**config.mk**
```make
export PLATFORM = sky130hd
export DESIGN_NAME = its_front
export DESIGN_NICKNAME = d
export VERILOG_FILES = /design/src/design/its_pkg.sv /design/src/design/its_front.sv
export SDC_FILE = /design/constraint.sdc
export NUM_CORES = 1
export LEC_CHECK = 0
export ABC_AREA = 1
export ABC_CLOCK_PERIOD_IN_PS = 800
export BUFFER_PORTS_ARGS = -buffer_cell sky130_fd_sc_hd__buf_4
export CAP_MARGIN = 40
export CORE_AREA = 2 2 93 95
export DETAILED_ROUTE_END_ITERATION = 8
export DIE_AREA = 0 0 95 97
export PLACE_DENSITY = 0.58
export SYNTH_ARGS = -nofsm -noshare
export SYNTH_HDL_FRONTEND = slang
export SYNTH_SLANG_ARGS = --single-unit
```
**constraint.sdc**
```tcl
create_clock -name vclk -period 0.8
set_clock_uncertainty 0.2 [all_clocks]
set_input_delay 0.08 -clock vclk [all_inputs]
set_output_delay 0.08 -clock vclk [all_outputs]
set_load 0.05 [all_outputs]
```
**src/design/its_pkg.sv**
```systemverilog
// Shared types and constants for the interpolated table sum unit.
// Depends on nothing; its_front, its_back and the top level import it.
package its_pkg;

  localparam logic [1:0] OP_GRID  = 2'd0;
  localparam logic [1:0] OP_HDR   = 2'd1;
  localparam logic [1:0] OP_QUERY = 2'd2;

  localparam int unsigned ENERGY_W = 48;
  localparam int unsigned VALUE_W  = 32;
  localparam int unsigned TOTAL_W  = 40;
  localparam int unsigned FOUND_W  = 8;
  localparam int unsigned COUNT_W  = 11;
  localparam int unsigned PROD_W   = ENERGY_W + VALUE_W;
  localparam int unsigned ENTRY_W  = ENERGY_W + VALUE_W;

  typedef enum logic [1:0] {
    KIND_GRID,
    KIND_HDR,
    KIND_QUERY
  } its_kind_e;

  typedef struct packed {
    its_kind_e             kind;
    logic [3:0]            slot;
    logic [9:0]            pidx;
    logic [ENERGY_W-1:0]   energy;
    logic [VALUE_W-1:0]    value;
    logic [9:0]            rid;
    logic [COUNT_W-1:0]    cnt;
    logic                  last;
  } its_item_t;

  typedef struct packed {
    logic [TOTAL_W-1:0] total;
    logic [FOUND_W-1:0] found;
  } its_result_t;

endpackage

```
**src/design/its_front.sv**
```systemverilog
// Front part: classifies incoming items, drops ones that do nothing, clamps counts.
// Depends on its_pkg.
module its_front import its_pkg::*; #(
  parameter int unsigned NUM_SLOTS  = 16,
  parameter int unsigned MAX_POINTS = 1024
) (
  input  logic                push_i,
  input  logic [1:0]          op_i,
  input  logic [3:0]          slot_i,
  input  logic [9:0]          point_index_i,
  input  logic [ENERGY_W-1:0] energy_i,
  input  logic [VALUE_W-1:0]  value_i,
  input  logic [9:0]          reaction_id_i,
  input  logic [COUNT_W-1:0]  point_count_i,
  input  logic                last_term_i,
  output logic                q_push_o,
  output its_item_t           q_item_o
);

  logic slot_ok, pidx_ok, cnt_big;

  assign slot_ok = (32'(slot_i) < NUM_SLOTS);
  assign pidx_ok = (32'(point_index_i) < MAX_POINTS);
  assign cnt_big = (32'(point_count_i) > MAX_POINTS);

  always_comb begin
    q_item_o.slot   = slot_i;
    q_item_o.pidx   = point_index_i;
    q_item_o.energy = energy_i;
    q_item_o.value  = value_i;
    q_item_o.rid    = reaction_id_i;
    q_item_o.cnt    = cnt_big ? COUNT_W'(MAX_POINTS) : point_count_i;
    q_item_o.last   = last_term_i;
    q_item_o.kind   = KIND_QUERY;
    q_push_o        = 1'b0;
    unique case (op_i)
      OP_GRID: begin
        q_item_o.kind = KIND_GRID;
        q_push_o      = push_i && slot_ok && pidx_ok;
      end
      OP_HDR: begin
        q_item_o.kind = KIND_HDR;
        q_push_o      = push_i && slot_ok;
      end
      OP_QUERY: begin
        q_item_o.kind = KIND_QUERY;
        q_push_o      = push_i;
      end
      default: begin
        q_push_o = 1'b0;
      end
    endcase
  end

endmodule

```
# Word-level counts from Yosys, hierarchy flattened
# Index checks and enable logic that the tools add are counted.
# Widths: inputs -> output; s select.
# word_totals
out_inout_bits	119
latchBits	0
mem_bits_ro	0
ramBits	0
elab_cells	8
mem_count	0
ff_bits	0
inputBits	119
# classes
magnitude_cmp	1
shifts	0
addsub	0
n_mux	3
div_mod_pow	0
eq_ne	2
bitwise_logic	0
mul	0
n_reduce_logical	2
# ops
cell	count
$gt 11x11->1 const B	1
$mux 11	1
$pmux 2 s2	1
$reduce_or 3->1	1
$eq 2x1->1 const B	1
$eq 2x2->1 const B	1
$logic_not 2->1	1
$mux 1	1

# Depth between registers and ports, before layout
# logic_depth
depth_word	3
depth_mapped	5

# Worst setup path before layout
# OpenSTA, ideal clock, no wires.
# synth_path
path_kind	input to output
from	in push_i
to	out q_push_o
path_buffers	0
arrival_ns	1.219
stages	1
path_slack_ns	-0.699
t_required_ns	0.520
path_cell_list	a21boi_0
# synth_between
elab_chain_cells	1
# synth_lines
item	line	source
start, declared	its_front.sv:7	input logic push_i,
$mux 1	its_front.sv:36	unique case (op_i)
end, declared	its_front.sv:16	output logic q_push_o,
# No other way between the ends.

==> metrics <==
initial antenna violation count 0; Routed WL per cell around 12 um; Multi-input gate area approximately 230 um2; setup violation total in the final timing report 10; top cells by area, synth buf_4 85%, nor2_1 6.0%, inv_1 4.8%, nor2_4 1.2%, nand3_1 1.1%; Die Span Y between 90 and 100 um; slowest CP cell buf_8; largest net degree at the start of global routing 7; Layout Nets about 190; Finished Layout Cells about 170; GR Util All Layers 0.03711; Row Count 33; leakage power approximately 0.3 nW; DRC 0; Worst EP required around 520 ps; sequential cell count 0; top-area cell type share of the netlist area 0.8456; vias around 440; MaxCap Viol Count 0; Netlist cell types 8; Synthesis Warnings 0; RePlAce Congestion around 0.63; Design Power between 400 and 500 uW; core footprint a little over 8000 um2; total congestion overflow 0; failing checks hold timing, setup timing; RSZ-0062 raised after global routing yes; Slew headroom 0.9057; Worst-Margin Slew between 100 and 150 ps; first-pass GRT wire length 2587 um; Inst Count DP 166; area leader, netlist buf_4; Starting Density 0.1146; Antenna diodes 0; Vias/cell ~2.6; CP peak stage delay roughly 150 ps; Synth Cell Area a little over 900 um2; DR iter-0 viols 11; max-slew violations 0; syn avg cell area 6.706 um2; crit path time final 1240 ps; sequential share of the synthesized area 0; Crit Path Class in -> out; FMAX 0.8063 GHz; Worst path top cell family by delay simple AND/OR/NAND/NOR gates; share of layout cells above drive strength 1 0.8438; highest net fanout along the worst path 6; most frequent CP cell nor2_4; outcome finished with violations; Routed Antenna Nets 0; commonest cells in the netlist 105 x buf_4, 15 x nor2_1, 12 x inv_1, 2 x clkbuf_1, 2 x nand3_1; Layout area overhead -19.87%; Crit path buffers/inverters 3; critical-path cell list buf_6 -> nor2_4 -> nand3_4 -> nor2_4 -> nor2_4 -> buf_12 -> nor2_4 -> buf_8; dpl ws -661.3 ps; vias in the first global route between 400 and 500; Mapped Nets 258; signal arrival time at the worst endpoint around 960 ps; Post-Route WL 2018 um; FF/Latch Area 0 um2; DRT Pass-1 Iters 2; I/O pin cnt between 200 and 250; port buffer count 28; final worst-path cycle share 1.550; Syn Inst Count roughly 140; clock buffers 0; Hold Path Class in -> out; Worst Setup Start Kind input pin; Die Wd 95 um; fill count approximately 930; Final Hold Fails ~110; Pwr Density 607.5 nW/um2; top-count cell post-synth buf_4; die area between 9000 and 10,000 um2; hold slack -39.99 ps; crit end category primary output; Final WS setup -440.3 ps; Max IR drop VDD 0.07048 mV
## cell type report
class                           count  share of cell area
Tap cell                          105              0.1759
Inverter                           12             0.06365
Multi-Input combinational cell     20              0.3015
Timing Repair Buffer               32              0.4590
## through the flow
step                      TNS (ps)     util  area, um2  hold slack [ps]
after global routing         -4592  0.09183      747.0           -39.93
after CTS                    -4133  0.08860      720.7           -39.66
final                        -4215  0.09183      747.0           -39.99
after detailed placement     -6367  0.07383      600.6           -39.66
after floorplan              -3576        -       1047            56.11
after global placement       -6338  0.07383      600.6           -39.66
## metal layers
metal	vias to the layer above	track usage	part of all wire	wire (um)
li1	154	-	-	-
met1	173	0.01883	0.16	319
met2	45	0.05565	0.43	863
met3	70	0.01012	0.17	342
met4	0	0.08807	0.24	493
met5	-	0	0	0
## where the power goes
group / internal [mW] / total [mW] / leakage (nW) / switching (mW)
Combinational: 0.195 / 0.454 / 0.300 / 0.259
Sequential: 0 / 0 / 0 / 0
Clock: 0 / 0 / 0 / 0
## path summary, 6_finish.rpt
check / from / end / cells past startpoint
worst min-delay path: slot_i[0] / q_item_o[112] / 0
worst max-delay path: point_count_i[7] / q_item_o[1] / 8
## cell families (layout without fill, tap and decap cells)
logic type	after synthesis	count (layout)	synth area share
AO/OA/AOI/OAI	1	1	0.008057
buffers and inverters	119	44	0.9020
AND/OR/NAND/NOR	19	19	0.08993
## timing repair
action | 4_1_cts | 5_1_grt
endpoints found under the hold margin | 105 | 105
gates resized for setup | 21 | 7
setup endpoints to repair | 11 | 11
setup buffers | 3 | 0
pin swaps | 14 | 2
## layout by cell type, fill, tap and decap left out, drive strengths merged
cell | synthesis | final
buf | 105 | 32
nor2 | 17 | 17
inv | 12 | 12
a21boi | 1 | 1
nand3 | 2 | 2
(Power assumes the default switching activity.)
