==> src/design/its_fifo.sv <==
// Small synchronous queue used between the front and back parts and at the output.
// Depends on nothing.
module its_fifo #(
  parameter int unsigned WIDTH = 8,
  parameter int unsigned DEPTH = 2
) (
  input  logic             clk_i,
  input  logic             rst_ni,
  input  logic             push_i,
  input  logic [WIDTH-1:0] wdata_i,
  output logic             full_o,
  input  logic             pop_i,
  output logic [WIDTH-1:0] rdata_o,
  output logic             empty_o
);

  localparam int unsigned PW = (DEPTH > 1) ? $clog2(DEPTH) : 1;

  logic [WIDTH-1:0] mem_q [DEPTH];
  logic [PW-1:0]    wptr_q, rptr_q;
  logic [PW:0]      cnt_q;
  logic             do_push, do_pop;

  assign full_o  = (cnt_q == (PW+1)'(DEPTH));
  assign empty_o = (cnt_q == '0);
  assign rdata_o = mem_q[rptr_q];
  assign do_push = push_i && !full_o;
  assign do_pop  = pop_i && !empty_o;

  always_ff @(posedge clk_i) begin
    if (do_push) begin
      mem_q[wptr_q] <= wdata_i;
    end
  end

  always_ff @(posedge clk_i or negedge rst_ni) begin
    if (!rst_ni) begin
      wptr_q <= '0;
      rptr_q <= '0;
      cnt_q  <= '0;
    end else begin
      if (do_push) begin
        wptr_q <= (wptr_q == PW'(DEPTH - 1)) ? '0 : wptr_q + 1'b1;
      end
      if (do_pop) begin
        rptr_q <= (rptr_q == PW'(DEPTH - 1)) ? '0 : rptr_q + 1'b1;
      end
      cnt_q <= cnt_q + (PW+1)'(do_push) - (PW+1)'(do_pop);
    end
  end

endmodule

==> config.mk <==
export PLATFORM = sky130hd
export DESIGN_NAME = its_fifo
export DESIGN_NICKNAME = d
export VERILOG_FILES = /design/src/design/its_fifo.sv
export SDC_FILE = /design/constraint.sdc
export NUM_CORES = 1
export LEC_CHECK = 0
export BUFFER_PORTS_ARGS = -buffer_cell sky130_fd_sc_hd__buf_2
export CAP_MARGIN = 20
export CORE_MARGIN = 4
export CORE_UTILIZATION = 45
export DETAILED_ROUTE_END_ITERATION = 8
export PLACE_DENSITY = 0.82
export SLEW_MARGIN = 20
export SYNTH_ARGS = -nofsm -noshare
export SYNTH_HDL_FRONTEND = slang
export SYNTH_SLANG_ARGS = --single-unit
==> constraint.sdc <==
create_clock -name clk_i -period 1.9 [get_ports clk_i]
set_input_delay 0.095 -clock clk_i [delete_from_list [all_inputs] [get_ports clk_i]]
set_output_delay 0.095 -clock clk_i [all_outputs]
set_load 0.005 [all_outputs]
== Word-level counts from Yosys, hierarchy flattened ==
Memories as Yosys holds them, arrays and structs flattened.
Cells that the tools add are included.

* Reductions and logical operators: 5
* Add/sub/neg operators: 4
* Eq/ne operators: 1
* Mux-type cells: 4

{| class="wikitable"
|+ Operator list
! cell !! number
|-
| 1-bit 2-to-1 mux || 4
|-
| 1-bit adder, second input constant || 2
|-
| 2-bit by 1-bit adder with 2-bit output || 1
|-
| 2-bit equality test, second input constant || 1
|-
| 1-bit logical AND || 2
|-
| 1-bit zero test || 2
|-
| 2-bit zero test || 1
|-
| 2-bit by 1-bit subtractor with 2-bit output || 1
|}

* Flip-flop bits (word level): 4
* Memories kept: 1
* Logic and storage cells: 18
* Input port bits: 12
* Memory bits (writable): 16

{| class="wikitable"
|+ Memory list
! name !! depth !! width !! read ports !! clocked after memory_dff !! wr ports !! line !! source
|-
| mem_q || 2 || 8 || 1 || 0 || 1 || 19 || <nowiki>logic [WIDTH-1:0] mem_q [DEPTH];</nowiki>
|}

== Longest topological paths before layout ==
Gate-level depths: netlist of run 1.

* Depth in word-level cells: 5
* Gate-level depth with buffers: 7
* Gate-level depth less buffers: 7

== Least setup slack after synthesis of run 1 ==
No wires, ideal clock.

* Kind: reg-to-reg
* From: register cnt_q[1]
* To: register cnt_q[1]
* Stages on the path, launching flop included: 8
* Setup slack: 0.471 ns
* Required time: 1.777 ns
* Arrival: 1.306 ns
* Path through: dfrtp_1 -> nand2b_1 -> nand2_1 -> ha_1 -> inv_1 -> ha_1 -> xnor2_1 -> xnor2_1

* Word-level cells in the longest chain between the ends: 5
* Elaborated cells on any way between the ends: 8

{| class="wikitable"
|+ RTL lines
! what !! line !! source
|-
| start: declaration || 21 || <nowiki>logic [PW:0] cnt_q;</nowiki>
|-
| start signal: assignment || 48 || <nowiki>cnt_q <= cnt_q + (PW+1)'(do_push) - (PW+1)'(do_pop);</nowiki>
|-
| 2-bit equality test || 24 || <nowiki>assign full_o = (cnt_q == (PW+1)'(DEPTH));</nowiki>
|-
| 1-bit zero test || 27 || <nowiki>assign do_push = push_i && !full_o;</nowiki>
|-
| 1-bit logical AND || 27 ||
|-
| 2-bit by 1-bit adder with 2-bit output || 48 ||
|-
| 2-bit by 1-bit subtractor with 2-bit output * || 48 ||
|}

Every way passes the cells marked *; elsewhere a longest branch is shown, timed or not.
A chain may end at the register's enable or synchronous reset.

== Final worst setup path of run 1 ==
Same ends and word-level chain as after synthesis.

==> results of run 1 <==
cell type report:
type | count | area, sq um | share of cell area, %
clock buffer | 3 | 22.52 | 2.148
clock inverter | 1 | 30.03 | 2.864
inverter | 2 | 7.507 | 0.7160
multi-input combinational | 20 | 185.2 | 17.66
sequential | 20 | 580.6 | 55.37
tap | 16 | 20.02 | 1.909
timing repair buffer | 31 | 202.7 | 19.33
where the power goes:
part | total (mW) | internal, mW | switching [mW]
Clock | 0.341 | 0.213 | 0.127
Combinational | 0.443 | 0.253 | 0.190
Sequential | 0.698 | 0.613 | 0.0849
Total | 1.48 | 1.08 | 0.403
stage by stage:
stage	cells	total power [mW]	hold slack, ps
after floorplan	43	0.9880	-200.6
after global placement	80	1.119	-93.71
after detailed placement	80	1.150	-93.73
after CTS	93	1.505	106.5
after global routing	93	1.573	124.2
final	93	1.481	108.5
state kept, by name, indices dropped and copies added (netlist names):
register  count
cnt_q         2
mem_q        16
rptr_q        1
wptr_q        1
repair_timing:
action                     CTS  global route
hold buffers                 9             0
setup endpoints to repair    0             0
hold endpoints to repair    20             0
buffers inserted             0             0
logic make-up (layout without fill, tap and decap cells):
family	Yosys count	in the layout
DFF	20	20
muxes	8	8
adders and majority gates	2	2
buffers and inverters	3	37
xor gates and xnor gates	4	4
and+or+nand+nor	6	6
per-layer routing:
metal,part of all wire [%],GRT usage [%]
met4,3.1,11.06
met2,52,22.25
met1,42,12.99
met3,3.4,1.205
met5,0,0
how the worst min path moves through the flow:
stage,cells past startpoint,slack [ps],from,endpoint
floorplan,0,-200,rst_ni,cnt_q[0]
global placement,1,-90,rst_ni,cnt_q[0]
detailed placement,1,-90,rst_ni,cnt_q[0]
CTS,2,110,rst_ni,wptr_q
global route,2,120,rst_ni,cnt_q[0]
finish,2,110,rst_ni,wptr_q
cells in the final DEF, fill, tap and decap left out:
cell,count
nor2b_2,1
bufinv_16,1
and3_1,1
ha_1,2
dlygate4sd3_1,9
nand2b_1,1
xnor2_1,3
mux2_2,8
dfrtp_1,4
nor2_2,1
nor2_1,1
buf_2,21
buf_4,1
nand2_1,1
clkbuf_4,3
edfxtp_1,16
xor2_1,1
inv_1,2
==> flow_metrics.py, run 1 <==
metrics = {
    "setup_path": {
        "worstPathRequired_ps": 2130,
        "r2r_slack_ps": 330,
        "rr_startpoint": "cnt_q[1]",
        "cp.arrival_ps": 1800,
        "cp-start-kind": "flop",
        "cp_num_buf_inv": 1,
        "crit_chain": "nand2b_1 > nand2_1 > ha_1 > inv_1 > ha_1 > xnor2_1 > xnor2_1",
        "crit_slowest_cell": "dfrtp_1",
        "endpoint": "cnt_q[1]",
        "critical_path_class": "reg -> reg",
        "cp-end-kind": "flop",
        "slowest_delay_ps": 430,
        "r2r_end": "cnt_q[1]",
        "critical_path.max_fanout": 3,
        "cp-startpoint": "cnt_q[1]",
        "critical_path_depth": 7,
        "reg2reg_depth": 7,
        "cp_top_family": "adder cells",
    },
    "route": {
        "routed_wl_um": 1342,
        "drt_iter0_drc": 3,
        "detail-route-antenna-nets": 0,
        "wl_per_cell_um": 14.43,
        "via_per_inst": 4.946,
        "vias": 460,
        "dr.pass1.iters": 2,
        "drc_errors": 0,
    },
    "timing": {
        "tightest_slew_ps": 383.6,
        "rsz0062_at_grt": "false",
        "fin_crit_sh_pct": 82.37,
        "final-max-slew-violation-count": 0,
        "setup_viol": 0,
        "tns_ps": 0,
        "fmax_ghz": 0.6389,
        "hold_violations": 0,
        "maxSlewHeadroom_pct": 74.43,
        "fin_ws_ps": 334.9,
        "skew_ps": 6.566,
        "fin_crit_ps": 1565,
    },
    "floorplanning": {
        "die_area_sq_um": 2476,
        "initial_utilization_pct": 49.76,
        "io_pins": 22,
        "die_height_um": 49.76,
        "core-area_sq_um": 1577,
        "chipWidth_um": 49.76,
        "num_rows": 14,
    },
    "synth": {
        "synth_area_leaders": "edfxtp_1 (61%), dfrtp_1 (13%), mux2_2 (11%), xnor2_1 (3.3%), ha_1 (3.2%)",
        "avgSynthCellArea_sq_um": 18.24,
        "synth_area_sq_um": 784.5,
        "yosys-mux-area-fraction_pct": 11.48,
        "synth_top_family_by_area": "multiplexers",
        "netlist.top_cell.by_area": "edfxtp_1",
        "synth_top_area_share_pct": 61.24,
        "ys_seq_area_share_pct": 74.00,
        "synth_fa_ha_area_share_pct": 3.190,
        "ys_seq_elements": 20,
        "synth_cells": 43,
        "yosys_warnings": 0,
        "synth_most_common_cell": "edfxtp_1",
        "syn_nets": 57,
        "synth_xor_area_share_pct": 4.466,
        "synth_edf_count": 16,
        "synth_simple_gate_area_share_pct": 4.466,
        "netlist_top_cells_count": "edfxtp_1 (16), mux2_2 (8), dfrtp_1 (4)",
        "ys.flop_type": "edfxtp_1",
        "synth_compound_area_share_pct": 0,
        "async_flop_share_pct": 20.00,
        "ys_types": 14,
    },
    "cts": {
        "cts_root_buffer": "clkbuf_4",
        "ctsResizeCount": 0,
        "cts.path.max_buffers": 2,
        "cts_tree": "yes",
        "htreeDepth": 1,
        "clkLatencyLatePin_ps": 300,
        "clkSlewWorstSetupHoldPaths_ps": 110,
        "cts_num_sinks": 20,
        "cts_buffers": 3,
    },
    "layout": {
        "finalNetCount": 92,
        "area_growth_pct": 33.65,
        "fin_util_pct": 66.51,
        "n_fill_cell": 115,
        "finalInstanceArea_sq_um": 1049,
        "num_antenna_cells": 0,
        "final_layout_size_suffix_gt1_share_pct": 46.75,
    },
    "grt": {
        "antenna_found_initial": 0,
        "gr-usage-all-layers_pct": 12.56,
        "grt_start_max_net_pins": 13,
        "grt-ovfl-total": 0,
        "grt_pass1_vias": 506,
        "grt_pass1_wl_um": 2228,
    },
    "placed_design": {
        "place_hpwl_um": 956.5,
        "place_congestion": 0.7833,
        "placed_cell_area_sq_um": 905.9,
        "dpl_worst_slack_ps": 338.5,
        "port_buffers": 21,
    },
    "power": {
        "ir_drop_mv": 0.6657,
        "p_leak_nw": 0.4394,
        "p_per_area_nw_per_um2": 1413,
    },
    "outcome": {
        "status": "completed",
    },
    "hold_path": {
        "hold_path.class": "in -> async",
    },
    "run": {
        "drv_cap": 0,
    },
}
Power figures use the tool's default switching activity.
==> inputs of run 2 (changes only) <==
--- a/config.mk
+++ b/config.mk
@@ -8,9 +8,9 @@
 export BUFFER_PORTS_ARGS = -buffer_cell sky130_fd_sc_hd__buf_2
 export CAP_MARGIN = 20
 export CORE_MARGIN = 4
-export CORE_UTILIZATION = 45
+export CORE_UTILIZATION = 44
 export DETAILED_ROUTE_END_ITERATION = 8
-export PLACE_DENSITY = 0.82
+export PLACE_DENSITY = 0.84
 export SLEW_MARGIN = 20
 export SYNTH_ARGS = -nofsm -noshare
 export SYNTH_HDL_FRONTEND = slang
==> constraint.sdc (replaced) <==
create_clock -name clk_i -period 1.3 [get_ports clk_i]
set_input_delay 0.065 -clock clk_i [delete_from_list [all_inputs] [get_ports clk_i]]
set_output_delay 0.065 -clock clk_i [all_outputs]
set_load 0.005 [all_outputs]
==> flow_metrics.py, run 2 (synthesis gave the netlist of run 1 again) <==
metrics = {
    "setup_path": {
        "worstPathRequired_ps": 1480,
        "cp.arrival_ps": 1640,
        "critical_path_class": "reg -> reg",
        "cp-start-kind": "flop",
        "critical_path.max_fanout": 3,
        "reg2reg_depth": 7,
        "cp-end-kind": "flop",
    },
    "layout": {
        "finalNetCount": 100,
        "layout_commonest_cell": "edfxtp_1",
        "finalNonFillerCells": 109,
        "largestRegisters": "mem_q x16, cnt_q x2",
        "final_cell_mix": "edfxtp_1 (16), buf_2 (15), buf_6 (10), dlygate4sd3_1 (9), mux2_4 (6)",
        "regMostFlops": "mem_q",
        "area_growth_pct": 56.78,
        "largest_reg_flops": 16,
        "n_fill_cell": 105,
        "seqCellArea_sq_um": 583.1,
        "multi_input_area_sq_um": 267.8,
        "final_layout_size_suffix_gt1_share_pct": 63.53,
        "num_antenna_cells": 0,
    },
    "floorplanning": {
        "chipWidth_um": 50.23,
        "core-area_sq_um": 1594,
        "io_pins": 22,
        "die_area_sq_um": 2523,
        "die_height_um": 50.23,
        "num_rows": 14,
        "initial_utilization_pct": 49.22,
    },
    "timing": {
        "fmax_ghz": 0.6831,
        "hold_violations": 0,
        "fin_crit_ps": 1464,
        "fin_ws_ps": -163.9,
        "final-max-slew-violation-count": 0,
        "tightest_slew_ps": 202.8,
        "hold_slack_ps": 98.43,
        "skew_ps": 2.375,
        "setup_viol": 9,
        "fin_crit_sh_pct": 112.6,
        "maxSlewHeadroom_pct": 86.48,
        "rsz0062_at_grt": "true",
    },
    "power": {
        "ir_drop_mv": 1.506,
        "p_per_area_nw_per_um2": 2086,
        "total_power_mw": 2.566,
        "p_leak_nw": 0.5145,
    },
    "grt": {
        "antenna_found_initial": 0,
        "grt_pass1_vias": 562,
        "gr-usage-all-layers_pct": 13.01,
        "grt-ovfl-total": 0,
        "grt_pass1_wl_um": 2421,
        "grt_start_max_net_pins": 12,
    },
    "outcome": {
        "violations": "negative setup slack",
        "status": "complete, but fails checks",
    },
    "cts": {
        "htreeDepth": 1,
        "cts_root_buffer": "clkbuf_4",
        "cts.path.max_buffers": 2,
        "cts_tree": "yes",
        "cts_num_sinks": 20,
        "clkSlewWorstSetupHoldPaths_ps": 100,
        "cts_buffers": 3,
        "clkLatencyLatePin_ps": 290,
    },
    "route": {
        "via_per_inst": 4.459,
        "routed_wl_um": 1526,
        "drt_iter0_drc": 2,
        "dr.pass1.iters": 2,
        "vias": 486,
        "wl_per_cell_um": 14.00,
        "drc_errors": 0,
        "detail-route-antenna-nets": 0,
    },
    "hold_path": {
        "hold_path.class": "in -> async",
    },
    "run": {
        "drv_cap": 0,
    },
    "placed_design": {
        "place_congestion": 0.6689,
        "port_buffers": 21,
        "dp.cells": 90,
    },
}
==> run 2: cell count changes in the layout (fill, tap and decap cells not counted), sizes merged <==
cell    delta
buf        +8
bufinv     -1
clkinv     +1
==> run 2: per-stage QoR <==
stage	worst slack [ps]	TNS, ps	cell area (sq um)	utilization [%]
final	-163.9	-383.6	1230	77.16
after global routing	-237.7	-860.8	1230	77.16
after CTS	-201.3	-396.6	1125	70.57
after detailed placement	-228.2	-271.8	933.4	58.56
after global placement	-126.3	-126.3	933.4	58.56
after floorplan	-126.5	-360.4	787.0	-
==> run 2: power breakdown <==
part | leakage [nW] | total, mW | switching (mW) | internal (mW)
logic | 0.306 | 1.27 | 0.479 | 0.792
registers | 0.193 | 1.01 | 0.108 | 0.902
clock network | 0.0154 | 0.284 | 0.173 | 0.111
==> run 2: area by class of cell <==
type	count	share of cell area, %
Clock buffer	3	1.831
Clock inverter	1	0.3052
Inverter	2	0.6104
Multi-Input combinational cell	20	21.77
Sequential cell	20	47.41
Tap cell	24	2.442
Timing Repair Buffer	39	25.64
==> run 2: repair_timing <==
item	in CTS	in global routing
hold buffers	9	0
gates resized for setup	10	22
pin swaps	2	3
endpoints found under the setup margin	26	27
setup buffers	6	1
endpoints found under the hold margin	20	0
==> run 2: critical path, stage by stage, from the launching register on <==
cell and delay (ps):
dfrtp_2 450, nor2_2 120, nor2b_2 70, ha_4 260, inv_2 40, ha_4 150, xnor2_2 130, xnor2_1 130
==> run 2: worst paths after layout <==
| path | from | end | slack (ps) |
|---|---|---|---|
| min in group clk_i | push_i | wptr_q | 160 |
| setup / recovery | cnt_q[1] | cnt_q[1] | -160 |
| max in group asynchronous | rst_ni | cnt_q[1] | 1070 |
| setup reg to reg | cnt_q[1] | cnt_q[1] | -160 |
| hold / removal | rst_ni | cnt_q[0] | 100 |
| hold reg to reg | wptr_q | wptr_q | 590 |
==> run 2: per-layer routing <==
metal	vias up	track usage, %	share of wire (%)
li1	239	-	-
met1	232	16.31	42
met2	15	22.39	53
met3	0	2.663	4.4
met4	0	4.147	0
met5	-	0	0
